## config.mk

```make
export PLATFORM = sky130hd
export DESIGN_NAME = polyline_to_bezier_handles
export DESIGN_NICKNAME = d
export VERILOG_FILES = /design/src/design/pbh_pkg.sv /design/src/design/polyline_to_bezier_handles.sv
export SDC_FILE = /design/constraint.sdc
export NUM_CORES = 2
export LEC_CHECK = 0
export ABC_AREA = 1
export BUFFER_PORTS_ARGS = -buffer_cell sky130_fd_sc_hd__buf_2
export CAP_MARGIN = 15
export CORE_ASPECT_RATIO = 0.9
export CORE_MARGIN = 2
export CORE_UTILIZATION = 65
export CTS_CLUSTER_DIAMETER = 100
export DETAILED_ROUTE_END_ITERATION = 7
export GPL_TIMING_DRIVEN = 0
export HOLD_SLACK_MARGIN = 0.12
export PLACE_DENSITY = 0.82
export REMOVE_ABC_BUFFERS = 1
export SLEW_MARGIN = 10
export SYNTH_ARGS = -nofsm -noshare
export SYNTH_HDL_FRONTEND = slang
export SYNTH_SLANG_ARGS = --single-unit
```

## constraint.sdc

```tcl
create_clock -name i_clk -period 14.9 [get_ports i_clk]
set_clock_uncertainty 0.2 [all_clocks]
set_input_delay 0.745 -clock i_clk [delete_from_list [all_inputs] [get_ports i_clk]]
set_output_delay 0.745 -clock i_clk [all_outputs]
set_load 0.02 [all_outputs]
```

## src/design/pbh_pkg.sv

```systemverilog
// ----------------------------------------------------------------------------
// pbh_pkg
// Shared types and constants for the polyline to Bezier handle streamer.
// ----------------------------------------------------------------------------
package pbh_pkg;

    // Default coordinate width (signed Q16.8 at 24 bits)
    localparam int COORD_BITS_DEF = 24;

    // Tangent gain register, unsigned Q8.16
    localparam int              GAIN_BITS  = 24;
    localparam logic [23:0]     GAIN_RESET = 24'd21845;
    localparam int              FRAC_BITS  = 16;
    localparam int              ROUND_HALF = 1 << (FRAC_BITS - 1);

    // Result kinds
    localparam logic [1:0] KIND_ANCHOR  = 2'd0;
    localparam logic [1:0] KIND_CONTROL = 2'd1;
    localparam logic [1:0] KIND_SEP     = 2'd2;
    localparam logic [1:0] KIND_ERROR   = 2'd3;

    // Points seen of the open polyline
    typedef enum logic [1:0] {
        SEEN_NONE,
        SEEN_ONE,
        SEEN_MANY
    } t_seen;

    // Result slots of one point, in emission order
    typedef enum logic [2:0] {
        STEP_CTRL_IN,
        STEP_ANCHOR_HELD,
        STEP_CTRL_OUT,
        STEP_CTRL_LAST,
        STEP_ANCHOR_LAST,
        STEP_SEP
    } t_step;

endpackage

```

## src/design/polyline_to_bezier_handles.sv

```systemverilog
// ----------------------------------------------------------------------------
// polyline_to_bezier_handles
// Streams polyline points and emits cubic Bezier anchors and controls.
// ----------------------------------------------------------------------------
// Each accepted point is captured with its tangent differences into a work
// register, and its results leave through an output register at one result
// per cycle while the output is not stalled. A point holds the block until
// its results have left: none for the first point of a polyline, two or
// three for a later point, plus three more when it closes the polyline, one
// for a lone point. All results share a single result path (one shared pair
// of gain multipliers feeding the output register). A new point is taken in
// the cycle the previous point's last result moves to the output register,
// and the first result of a point passes through the work register and
// then the output register when the output register is free. The gain
// write port is always ready; write it only while idle.
module polyline_to_bezier_handles #(
    parameter int COORD_BITS = pbh_pkg::COORD_BITS_DEF
) (
    input  logic                          i_clk,
    input  logic                          i_rst_n,
    // point channel
    input  logic                          i_in_valid,
    output logic                          o_in_ready,
    input  logic signed [COORD_BITS-1:0]  i_point_x,
    input  logic signed [COORD_BITS-1:0]  i_point_y,
    input  logic                          i_ends_polyline,
    // handle channel
    output logic                          o_out_valid,
    input  logic                          i_out_ready,
    output logic signed [COORD_BITS-1:0]  o_handle_x,
    output logic signed [COORD_BITS-1:0]  o_handle_y,
    output logic [1:0]                    o_handle_kind,
    output logic                          o_clipped,
    output logic                          o_last_of_run,
    // gain write channel
    input  logic                          i_cfg_valid,
    output logic                          o_cfg_ready,
    input  logic [pbh_pkg::GAIN_BITS-1:0] i_cfg_data
);

    localparam int PW   = COORD_BITS + 1 + pbh_pkg::GAIN_BITS + 1;
    localparam int SW   = PW - pbh_pkg::FRAC_BITS;
    localparam int VW   = SW + 1;
    localparam int PADW = VW - COORD_BITS + 1;

    localparam logic signed [VW-1:0] C_MAX = {{PADW{1'b0}}, {(COORD_BITS-1){1'b1}}};
    localparam logic signed [VW-1:0] C_MIN = {{PADW{1'b1}}, {(COORD_BITS-1){1'b0}}};

    // gain register
    logic [pbh_pkg::GAIN_BITS-1:0] r_gain;

    // polyline state
    pbh_pkg::t_seen                r_seen, n_seen;
    logic signed [COORD_BITS-1:0]  r_bx, r_by, r_hx, r_hy;

    // work register
    logic                          r_busy, n_busy;
    logic                          r_err;
    pbh_pkg::t_step                r_pos, r_end;
    logic signed [COORD_BITS-1:0]  r_px, r_py, r_ax, r_ay;
    logic signed [COORD_BITS:0]    r_d1x, r_d1y, r_d2x, r_d2y;

    // output register
    logic                          r_out_valid;
    logic signed [COORD_BITS-1:0]  r_ox, r_oy;
    logic [1:0]                    r_okind;
    logic                          r_oclip, r_olast;

    logic                          w_accept, w_emit, w_last, w_done, w_load_work;
    logic                          w_err;
    pbh_pkg::t_step                w_start, w_end;
    logic signed [COORD_BITS:0]    w_px_e, w_py_e, w_d1x, w_d1y, w_d2x, w_d2y;

    // handshake
    assign w_emit      = r_busy && (!r_out_valid || i_out_ready);
    assign w_last      = r_err || (r_pos == r_end);
    assign w_done      = w_emit && w_last;
    assign o_in_ready  = !r_busy || w_done;
    assign w_accept    = i_in_valid && o_in_ready;
    assign o_cfg_ready = 1'b1;

    // gain write
    always_ff @(posedge i_clk) begin
        if (!i_rst_n) begin
            r_gain <= pbh_pkg::GAIN_RESET;
        end else if (i_cfg_valid) begin
            r_gain <= i_cfg_data;
        end
    end

    // next polyline state
    always_comb begin
        n_seen = r_seen;
        if (w_accept) begin
            if (i_ends_polyline) begin
                n_seen = pbh_pkg::SEEN_NONE;
            end else if (r_seen == pbh_pkg::SEEN_NONE) begin
                n_seen = pbh_pkg::SEEN_ONE;
            end else begin
                n_seen = pbh_pkg::SEEN_MANY;
            end
        end
    end

    // decode the result slots and tangent differences of the incoming point
    assign w_px_e = {i_point_x[COORD_BITS-1], i_point_x};
    assign w_py_e = {i_point_y[COORD_BITS-1], i_point_y};

    always_comb begin
        w_err       = 1'b0;
        w_load_work = 1'b1;
        w_start     = pbh_pkg::STEP_ANCHOR_HELD;
        w_end       = i_ends_polyline ? pbh_pkg::STEP_SEP : pbh_pkg::STEP_CTRL_OUT;
        w_d2x       = w_px_e - {r_hx[COORD_BITS-1], r_hx};
        w_d2y       = w_py_e - {r_hy[COORD_BITS-1], r_hy};
        w_d1x       = w_d2x;
        w_d1y       = w_d2y;
        unique case (r_seen)
            pbh_pkg::SEEN_NONE: begin
                w_err       = 1'b1;
                w_load_work = i_ends_polyline;
            end
            pbh_pkg::SEEN_ONE: begin
                w_start = pbh_pkg::STEP_ANCHOR_HELD;
            end
            pbh_pkg::SEEN_MANY: begin
                w_start = pbh_pkg::STEP_CTRL_IN;
                w_d1x   = w_px_e - {r_bx[COORD_BITS-1], r_bx};
                w_d1y   = w_py_e - {r_by[COORD_BITS-1], r_by};
            end
            default: begin
                w_load_work = 1'b0;
            end
        endcase
    end

    // polyline state registers
    always_ff @(posedge i_clk) begin
        if (!i_rst_n) begin
            r_seen <= pbh_pkg::SEEN_NONE;
            r_bx   <= '0;
            r_by   <= '0;
            r_hx   <= '0;
            r_hy   <= '0;
        end else begin
            r_seen <= n_seen;
            if (w_accept && !i_ends_polyline) begin
                r_bx <= r_hx;
                r_by <= r_hy;
                r_hx <= i_point_x;
                r_hy <= i_point_y;
            end
        end
    end

    // work register occupancy
    always_comb begin
        n_busy = r_busy;
        if (w_accept) begin
            n_busy = w_load_work;
        end else if (w_done) begin
            n_busy = 1'b0;
        end
    end

    always_ff @(posedge i_clk) begin
        if (!i_rst_n) begin
            r_busy <= 1'b0;
            r_pos  <= pbh_pkg::STEP_CTRL_IN;
        end else begin
            r_busy <= n_busy;
            if (w_accept) begin
                r_pos <= w_start;
            end else if (w_emit) begin
                r_pos <= pbh_pkg::t_step'(r_pos + 3'd1);
            end
        end
    end

    // capture point, held anchor and differences
    always_ff @(posedge i_clk) begin
        if (w_accept) begin
            r_err <= w_err;
            r_end <= w_end;
            r_px  <= i_point_x;
            r_py  <= i_point_y;
            r_ax  <= r_hx;
            r_ay  <= r_hy;
            r_d1x <= w_d1x;
            r_d1y <= w_d1y;
            r_d2x <= w_d2x;
            r_d2y <= w_d2y;
        end
    end

    // select the anchor, difference and direction of the current control
    logic signed [COORD_BITS-1:0] w_anc [2];
    logic signed [COORD_BITS:0]   w_dif [2];
    logic                         w_minus;
    logic signed [PW-1:0]         w_prod [2];
    logic signed [SW-1:0]         w_scl [2];
    logic signed [VW-1:0]         w_sum [2];
    logic signed [COORD_BITS-1:0] w_ctl [2];
    logic [1:0]                   w_clip;

    always_comb begin
        w_anc[0] = r_ax;
        w_anc[1] = r_ay;
        w_dif[0] = r_d1x;
        w_dif[1] = r_d1y;
        w_minus  = 1'b1;
        if (r_pos == pbh_pkg::STEP_CTRL_OUT) begin
            w_minus = 1'b0;
        end else if (r_pos == pbh_pkg::STEP_CTRL_LAST) begin
            w_anc[0] = r_px;
            w_anc[1] = r_py;
            w_dif[0] = r_d2x;
            w_dif[1] = r_d2y;
        end
    end

    // scale by gain, round to nearest, offset the anchor and saturate
    always_comb begin
        for (int i = 0; i < 2; i++) begin
            w_prod[i] = w_dif[i] * $signed({1'b0, r_gain});
            w_scl[i]  = SW'((w_prod[i] + PW'(pbh_pkg::ROUND_HALF)) >>> pbh_pkg::FRAC_BITS);
            w_sum[i]  = w_minus ? (VW'(w_anc[i]) - VW'(w_scl[i]))
                                : (VW'(w_anc[i]) + VW'(w_scl[i]));
            w_clip[i] = 1'b0;
            if (w_sum[i] > C_MAX) begin
                w_ctl[i]  = C_MAX[COORD_BITS-1:0];
                w_clip[i] = 1'b1;
            end else if (w_sum[i] < C_MIN) begin
                w_ctl[i]  = C_MIN[COORD_BITS-1:0];
                w_clip[i] = 1'b1;
            end else begin
                w_ctl[i] = w_sum[i][COORD_BITS-1:0];
            end
        end
    end

    // output register valid
    always_ff @(posedge i_clk) begin
        if (!i_rst_n) begin
            r_out_valid <= 1'b0;
        end else if (w_emit) begin
            r_out_valid <= 1'b1;
        end else if (i_out_ready) begin
            r_out_valid <= 1'b0;
        end
    end

    // output register payload
    always_ff @(posedge i_clk) begin
        if (w_emit) begin
            r_olast <= w_last;
            r_oclip <= 1'b0;
            if (r_err) begin
                r_ox    <= r_px;
                r_oy    <= r_py;
                r_okind <= pbh_pkg::KIND_ERROR;
            end else begin
                unique case (r_pos)
                    pbh_pkg::STEP_CTRL_IN,
                    pbh_pkg::STEP_CTRL_OUT,
                    pbh_pkg::STEP_CTRL_LAST: begin
                        r_ox    <= w_ctl[0];
                        r_oy    <= w_ctl[1];
                        r_okind <= pbh_pkg::KIND_CONTROL;
                        r_oclip <= |w_clip;
                    end
                    pbh_pkg::STEP_ANCHOR_HELD: begin
                        r_ox    <= r_ax;
                        r_oy    <= r_ay;
                        r_okind <= pbh_pkg::KIND_ANCHOR;
                    end
                    pbh_pkg::STEP_ANCHOR_LAST: begin
                        r_ox    <= r_px;
                        r_oy    <= r_py;
                        r_okind <= pbh_pkg::KIND_ANCHOR;
                    end
                    default: begin
                        r_ox    <= '0;
                        r_oy    <= '0;
                        r_okind <= pbh_pkg::KIND_SEP;
                    end
                endcase
            end
        end
    end

    assign o_out_valid   = r_out_valid;
    assign o_handle_x    = r_ox;
    assign o_handle_y    = r_oy;
    assign o_handle_kind = r_okind;
    assign o_clipped     = r_oclip;
    assign o_last_of_run = r_olast;

endmodule

```

Yosys cells after proc, flatten, opt, wreduce, memory -nomap -nowiden
Cells that the tools add are included.

cells by class
  multipliers = 2
  eq/ne operators = 7
  order comparisons = 4
  bitwise gates (word level) = 1
  multiplexer cells = 33
  reductions and logical operators = 20
  $add $sub $neg = 11

operators by type and width
  cell                                                                            number
  24-bit 2-to-1 mux                                                               6
  24-bit one-hot mux with 3 select lines                                          2
  50-bit by 17-bit adder with 50-bit output, second input constant                2
  25-bit by 25-bit multiplier with 50-bit output                                  2
  50-bit 2-to-1 mux                                                               2
  24-bit by 24-bit subtractor with 25-bit output                                  4
  48-bit 2-to-1 mux                                                               2
  24-bit by 34-bit adder with 35-bit output                                       2
  35-bit by 24-bit > comparator with 1-bit output, second input constant          2
  35-bit by 24-bit less-than comparator with 1-bit output, second input constant  2
  35-bit 2-to-1 mux                                                               2
  24-bit by 34-bit subtractor with 35-bit output                                  2
  25-bit 2-to-1 mux                                                               2
  1-bit 2-to-1 mux                                                                10
  3-bit 2-to-1 mux                                                                3
  2-bit OR reduction                                                              4
  3-bit by 2-bit == test with 1-bit output, second input constant                 2
  2-bit nonzero test                                                              3
  1-bit logical AND                                                               4
  2-bit 2-to-1 mux                                                                2
  2-bit one-hot mux with 2 select lines                                           1
  3-bit by 1-bit adder with 3-bit output, second input constant                   1
  3-bit by 1-bit == test with 1-bit output, second input constant                 1
  3-bit == test                                                                   1
  other kinds (10)                                                                14

word-level totals
  output and inout port bits = 55
  bits of input ports = 78
  word-level logic and storage cells = 102
  bits in registers = 379

Depth between registers and ports, before layout
  depth after elaboration = 12
  depth in mapped cells = 67

Least setup slack after synthesis
Ideal clock, no wire load.

  kind = register -> register
  start point = register r_pos[2]
  end point = register r_oclip, in the netlist o_clipped (data pin)
  slack = 3.836 ns
  data arrival time = 10.597 ns
  path buffers = 5
  data required time = 14.433 ns
  stages on the path, launching flop included = 53
  cell sequence = dfxtp_1 > inv_2 > buf_4 > ha_1 > nand2_2 > buf_6 > inv_1 > clkbuf_1 > or2_2 > o21ai_1 > clkbuf_1 > nor2_1 > fa_1 > fa_1 > inv_1 > fa_1 > inv_1 > fa_1 > [17 not listed] > nand3_1 > xnor2_1 > ha_1 > nand2_1 > nor2_1 > nand2_1 > nor2_1 > nand3_1 > and3_1 > xor2_1 > nand3_1 > nor4_1 > nand2_1 > nand2_4 > buf_6 > nand2_1 > nor2_1 > nor3_2

on the way
  longest elaborated chain between the ends = 11
  elaborated cells between the ends (all ways) = 29

RTL lines
  item                                                                                                         RTL line                                                              RTL
  start, declared                                                                                              polyline_to_bezier_handles.sv:59                                      pbh_pkg::t_step r_pos, r_end;
  start signal, assigned                                                                                       polyline_to_bezier_handles.sv:169                                     r_pos <= pbh_pkg::STEP_CTRL_IN;
  start signal, assigned                                                                                       polyline_to_bezier_handles.sv:173                                     r_pos <= w_start;
  start signal, assigned                                                                                       polyline_to_bezier_handles.sv:175                                     r_pos <= pbh_pkg::t_step'(r_pos + 3'd1);
  3-bit by 2-bit == test with 1-bit output                                                                     polyline_to_bezier_handles.sv:214, polyline_to_bezier_handles.sv:263
  50-bit 2-to-1 mux                                                                                            polyline_to_bezier_handles.sv:214                                     end else if (r_pos == pbh_pkg::STEP_CTRL_LAST) begin
  50-bit 2-to-1 mux                                                                                            polyline_to_bezier_handles.sv:212                                     if (r_pos == pbh_pkg::STEP_CTRL_OUT) begin
  25-bit by 25-bit multiplier with 50-bit output                                                               polyline_to_bezier_handles.sv:225                                     w_prod[i] = w_dif[i] * $signed({1'b0, r_gain});
  50-bit by 17-bit adder with 50-bit output                                                                    polyline_to_bezier_handles.sv:226                                     w_scl[i] = SW'((w_prod[i] + PW'(pbh_pkg::ROUND_HALF)) >>> pbh_pkg::FRAC_BITS);
  24-bit by 34-bit subtractor with 35-bit output or 24-bit by 34-bit adder with 35-bit output (tied branches)  polyline_to_bezier_handles.sv:227, polyline_to_bezier_handles.sv:228
  35-bit 2-to-1 mux                                                                                            polyline_to_bezier_handles.sv:227                                     w_sum[i] = w_minus ? (VW'(w_anc[i]) - VW'(w_scl[i]))
  35-bit by 24-bit less-than comparator with 1-bit output                                                      polyline_to_bezier_handles.sv:233                                     end else if (w_sum[i] < C_MIN) begin
  1-bit 2-to-1 mux                                                                                             polyline_to_bezier_handles.sv:233
  1-bit 2-to-1 mux                                                                                             polyline_to_bezier_handles.sv:230                                     if (w_sum[i] > C_MAX) begin
  2-bit OR reduction                                                                                           polyline_to_bezier_handles.sv:270                                     r_oclip <= |w_clip;
  end signal, assigned                                                                                         polyline_to_bezier_handles.sv:270
  end, declared                                                                                                polyline_to_bezier_handles.sv:67                                      logic r_oclip, r_olast;

Parallel ways exist; a longest one is shown, timed or not.
A chain may end at the register's enable or synchronous reset.

Worst setup path in the final report
  start point = register r_pos[2]
  end point = register r_ox[19], in the netlist o_handle_x[19] (data pin)

on the way
  longest elaborated chain between the ends = 12
  elaborated cells between the ends (all ways) = 21

RTL lines
  item                                                                                                         RTL line                                                              RTL
  3-bit by 2-bit == test with 1-bit output                                                                     polyline_to_bezier_handles.sv:214, polyline_to_bezier_handles.sv:263
  50-bit 2-to-1 mux                                                                                            polyline_to_bezier_handles.sv:214
  50-bit 2-to-1 mux                                                                                            polyline_to_bezier_handles.sv:212
  25-bit by 25-bit multiplier with 50-bit output                                                               polyline_to_bezier_handles.sv:225
  50-bit by 17-bit adder with 50-bit output                                                                    polyline_to_bezier_handles.sv:226
  24-bit by 34-bit subtractor with 35-bit output or 24-bit by 34-bit adder with 35-bit output (tied branches)  polyline_to_bezier_handles.sv:227, polyline_to_bezier_handles.sv:228
  35-bit 2-to-1 mux                                                                                            polyline_to_bezier_handles.sv:227
  35-bit by 24-bit less-than comparator with 1-bit output                                                      polyline_to_bezier_handles.sv:233
  24-bit 2-to-1 mux                                                                                            polyline_to_bezier_handles.sv:233
  24-bit 2-to-1 mux                                                                                            polyline_to_bezier_handles.sv:230
  24-bit one-hot mux with 3 select lines (*)                                                                   polyline_to_bezier_handles.sv:263                                     unique case (r_pos)
  24-bit 2-to-1 mux (*)                                                                                        polyline_to_bezier_handles.sv:258                                     if (r_err) begin
  end signal, assigned                                                                                         polyline_to_bezier_handles.sv:259                                     r_ox <= r_px;
  end signal, assigned                                                                                         polyline_to_bezier_handles.sv:267                                     r_ox <= w_ctl[0];
  end signal, assigned                                                                                         polyline_to_bezier_handles.sv:273                                     r_ox <= r_ax;
  end, declared                                                                                                polyline_to_bezier_handles.sv:65                                      logic signed [COORD_BITS-1:0] r_ox, r_oy;

Mark *: on every way between the ends. The rest lies on a longest branch, timed or not.

==> run metrics <==
endpoints failing setup 0; I/O pin cnt 133; top cells by area, synth fa_1 (36%), edfxtp_1 (11%), inv_1 (11%), ha_1 (8.9%), nand2_1 (7.6%); RePlAce Congestion 0.976; sequential share of the synthesized area 14.3%; Cell Area, Placed roughly 0.073 mm2; net count reported at finish 10,532; fin crit period ~14 ns; layout cell share with drive strength beyond 1 under 10%; slew margin rel. between 10% and 20%; grt met3 use under 10%; Synth Area per Inst between 8 and 9 um2; CP Max Fanout a little over 80; clk buf depth 3; kind of critical path flip-flop to flip-flop; flip-flop and latch count after synthesis 378; layout overhead on the synthesized area 6.43%; Synth Warn # 0; crit-path max cell delay 0.75 ns; Worst Setup Slack, final between 0.6 and 0.7 ns; vias in the first global route between 60,000 and 70,000; Slowest-stage cell, CP clkinv_1; ys async rst share 0%; Max Clk Rate 70.1 MHz; count of cell types in the netlist 69; Hold WC Path Type input port to flip-flop; met2 usage 64.3%; met1 usage 47.1%; Initial Util 65.6%; area leader, netlist fa_1; Slew @ Worst Pin 1.25 ns; fin area 0.0750 mm2; CTS buffer count between 40 and 50; WP data arrival 14.52 ns; Core ar. about 0.11 mm2; DIE AREA 0.111 mm2; Crit path top cell by count nand2_1; final slew viol count 0; dpl ws -0.750 ns; Rows 114; Post-Synthesis Cell Area about 0.070 mm2; Syn Inst Count 8,714; Worst EP required 15.15 ns; RR Endpoint o_handle_x[19]$_DFFE_PP_; area share of the largest cell type after synthesis 36.1%; outcome finished, final reports clean; largest net degree at the start of global routing 97; Root Driver clkbuf_16; via/cell ratio between 5 and 6; CTS tree yes; first-pass GRT wire length 330,000 um; R2R Path Start r_pos[2]$_SDFFE_PN0P_; H-Tree Depth 2; Detailed Route Iter0 Violations a little under 6,000; Clock Pin Slew Worst Setup and Hold Paths roughly 0.060 ns; DRC 0; Worst setup EP type flip-flop; worst skew pair latency 0.64 ns; 1st-pass router iterations 6; Hold EP r_py[23]$_DFFE_PP_; Max-Cap Viols 0; Post-synth EDFFs 251; clk sinks approximately 380; Reg2Reg Depth 56; GRT Total Usage 38.8%; RSZ-0062 raised after global routing no; Die Width 351 um; Routed WL 211,000 um; via count approximately 59,000; initial antenna violation count 8; final antenna-violating net count 0; Hold Crit Start i_point_y[23]; register-to-register setup slack 0.63 ns; WL per Instance 20.7 um; startpoint types flip-flop; gr ovfl total 0; depth of the worst hold-timing path 1; period utilisation layout 95.8%; final hold vios 0; Die Span Y 316 um; Filler Cell Count 8,201; HPWL Detailed 170,000 um; IO Port Bufs 131; GR peak layer met2; Primary FF master, synth edfxtp_1
metrics by stage:
step	util, %	TNS (ns)	hold slack [ns]	std cells
floorplan	-	0	0.225	8417
global placement	66.8	-384.91	0.232	9998
detailed placement	68.4	-17.47	0.238	10075
CTS	69.7	0	0.122	10158
global route	69.8	0	0.129	10169
finish	69.8	0	0.143	10172
final cells by class:
type / instances / area (um2) / area share (%)
diodes: 4 / 10.0 / 0.0133
clock buffers: 57 / 1150 / 1.53
clock inverters: 21 / 159 / 0.212
inverters: 2018 / 7630 / 10.2
repair buffers: 221 / 2300 / 3.06
well taps: 1450 / 1810 / 2.42
multi-input cells: 6023 / 51900 / 69.1
flip-flops and latches: 378 / 10100 / 13.5
cells in the final DEF, fill, tap and decap left out, types with 165 or more instances in the layout:
| cell type | count |
|---|---|
| inv_1 | 1962 |
| xor2_1 | 165 |
| edfxtp_1 | 251 |
| nand2_1 | 1419 |
| o21ai_0 | 417 |
| fa_1 | 1268 |
| nand3_1 | 230 |
| ha_1 | 498 |
| nor2_1 | 1062 |
| a21oi_1 | 422 |
cells by family (layout without fill, tap and decap cells):
kind of cell	count (synthesis)	count (layout)	synth area share [%]
AO/OA/AOI/OAI	1064	1064	8.15
flip-flops	378	378	14.3
other	1	5	0.00532
AND/OR/NAND/NOR	2930	2932	16.9
XOR/XNOR	256	256	3.21
buffers and inverters	2315	2317	12.5
adder cells (fa/ha/maj)	1770	1770	45.0
worst max path at each step:
stage / startpoint / endpoint / cells after the start
2_1_floorplan: r_pos[2]$_SDFFE_PN0P_ / o_handle_x[10]$_DFFE_PP_ / 46
3_3_place_gp: r_pos[2]$_SDFFE_PN0P_ / o_handle_x[22]$_DFFE_PP_ / 53
3_5_place_dp: r_pos[2]$_SDFFE_PN0P_ / o_handle_x[19]$_DFFE_PP_ / 49
4_1_cts: r_pos[2]$_SDFFE_PN0P_ / o_clipped$_SDFFCE_PP0P_ / 50
5_1_grt: r_pos[2]$_SDFFE_PN0P_ / o_clipped$_SDFFCE_PP0P_ / 49
6_report: r_pos[2]$_SDFFE_PN0P_ / o_handle_x[19]$_DFFE_PP_ / 56
worst max-delay path: cells and delay by family, from the launching register on:
family / cells / cell delay (ns)
simple gates: 33 / 5.73
compound gates: 2 / 0.48
flops: 1 / 0.56
xor+xnor: 1 / 0.20
buf+inv: 10 / 2.21
fa+ha+maj: 10 / 4.62
synthesized netlist by cell type, types with 5 or more instances:
cell and number:
inv_1 1974, o21a_1 15, a211oi_1 8, nor3_1 40, buf_2 16, o221ai_1 5, xor2_1 165, a21boi_1 5
clkbuf_1 252, o211ai_1 9, a21o_1 34, fa_1 1270, o21bai_1 12, inv_2 6, buf_4 8, or2_2 52
clkinv_1 37, and3_1 9, ha_1 500, nor2_1 1062, nand2_1 1422, buf_6 7, xnor2_1 88, a21oi_1 422
dfxtp_1 127, nor4_1 13, nand3b_1 17, nand4_1 35, edfxtp_1 251, nand2_2 18, a31oi_1 36, o21ai_1 50
buf_1 12, a21boi_0 10, o21ai_0 427, o31ai_1 9, nand3_1 230, nor2_2 9
sequential cells by signal (all words and copies together), names as in the netlist, 24 cells and up:
register	flops
r_d1x	25
r_d1y	25
r_d2x	25
r_d2y	25
o_handle_x	24
o_handle_y	24
r_ax	24
r_ay	24
r_bx	24
r_by	24
r_gain	24
r_hx	24
r_hy	24
r_px	24
r_py	24
repair_timing:
item,CTS,global route
hold buffers,4,0
pin swaps,0,1
setup endpoints to repair,47,49
endpoints found under the hold margin,4,0
resized for setup,2,12
setup buffers,0,6
gates cloned,1,1
per-layer routing:
metal,up-vias,routed length [um]
li1,26310,-
met1,28761,76600
met2,3170,98700
met3,824,21600
met4,9,13900
met5,-,77
Power is left out: the tool's default activity adds up to more than one toggle a clock period on the data nets, which glitch-free logic cannot reach.
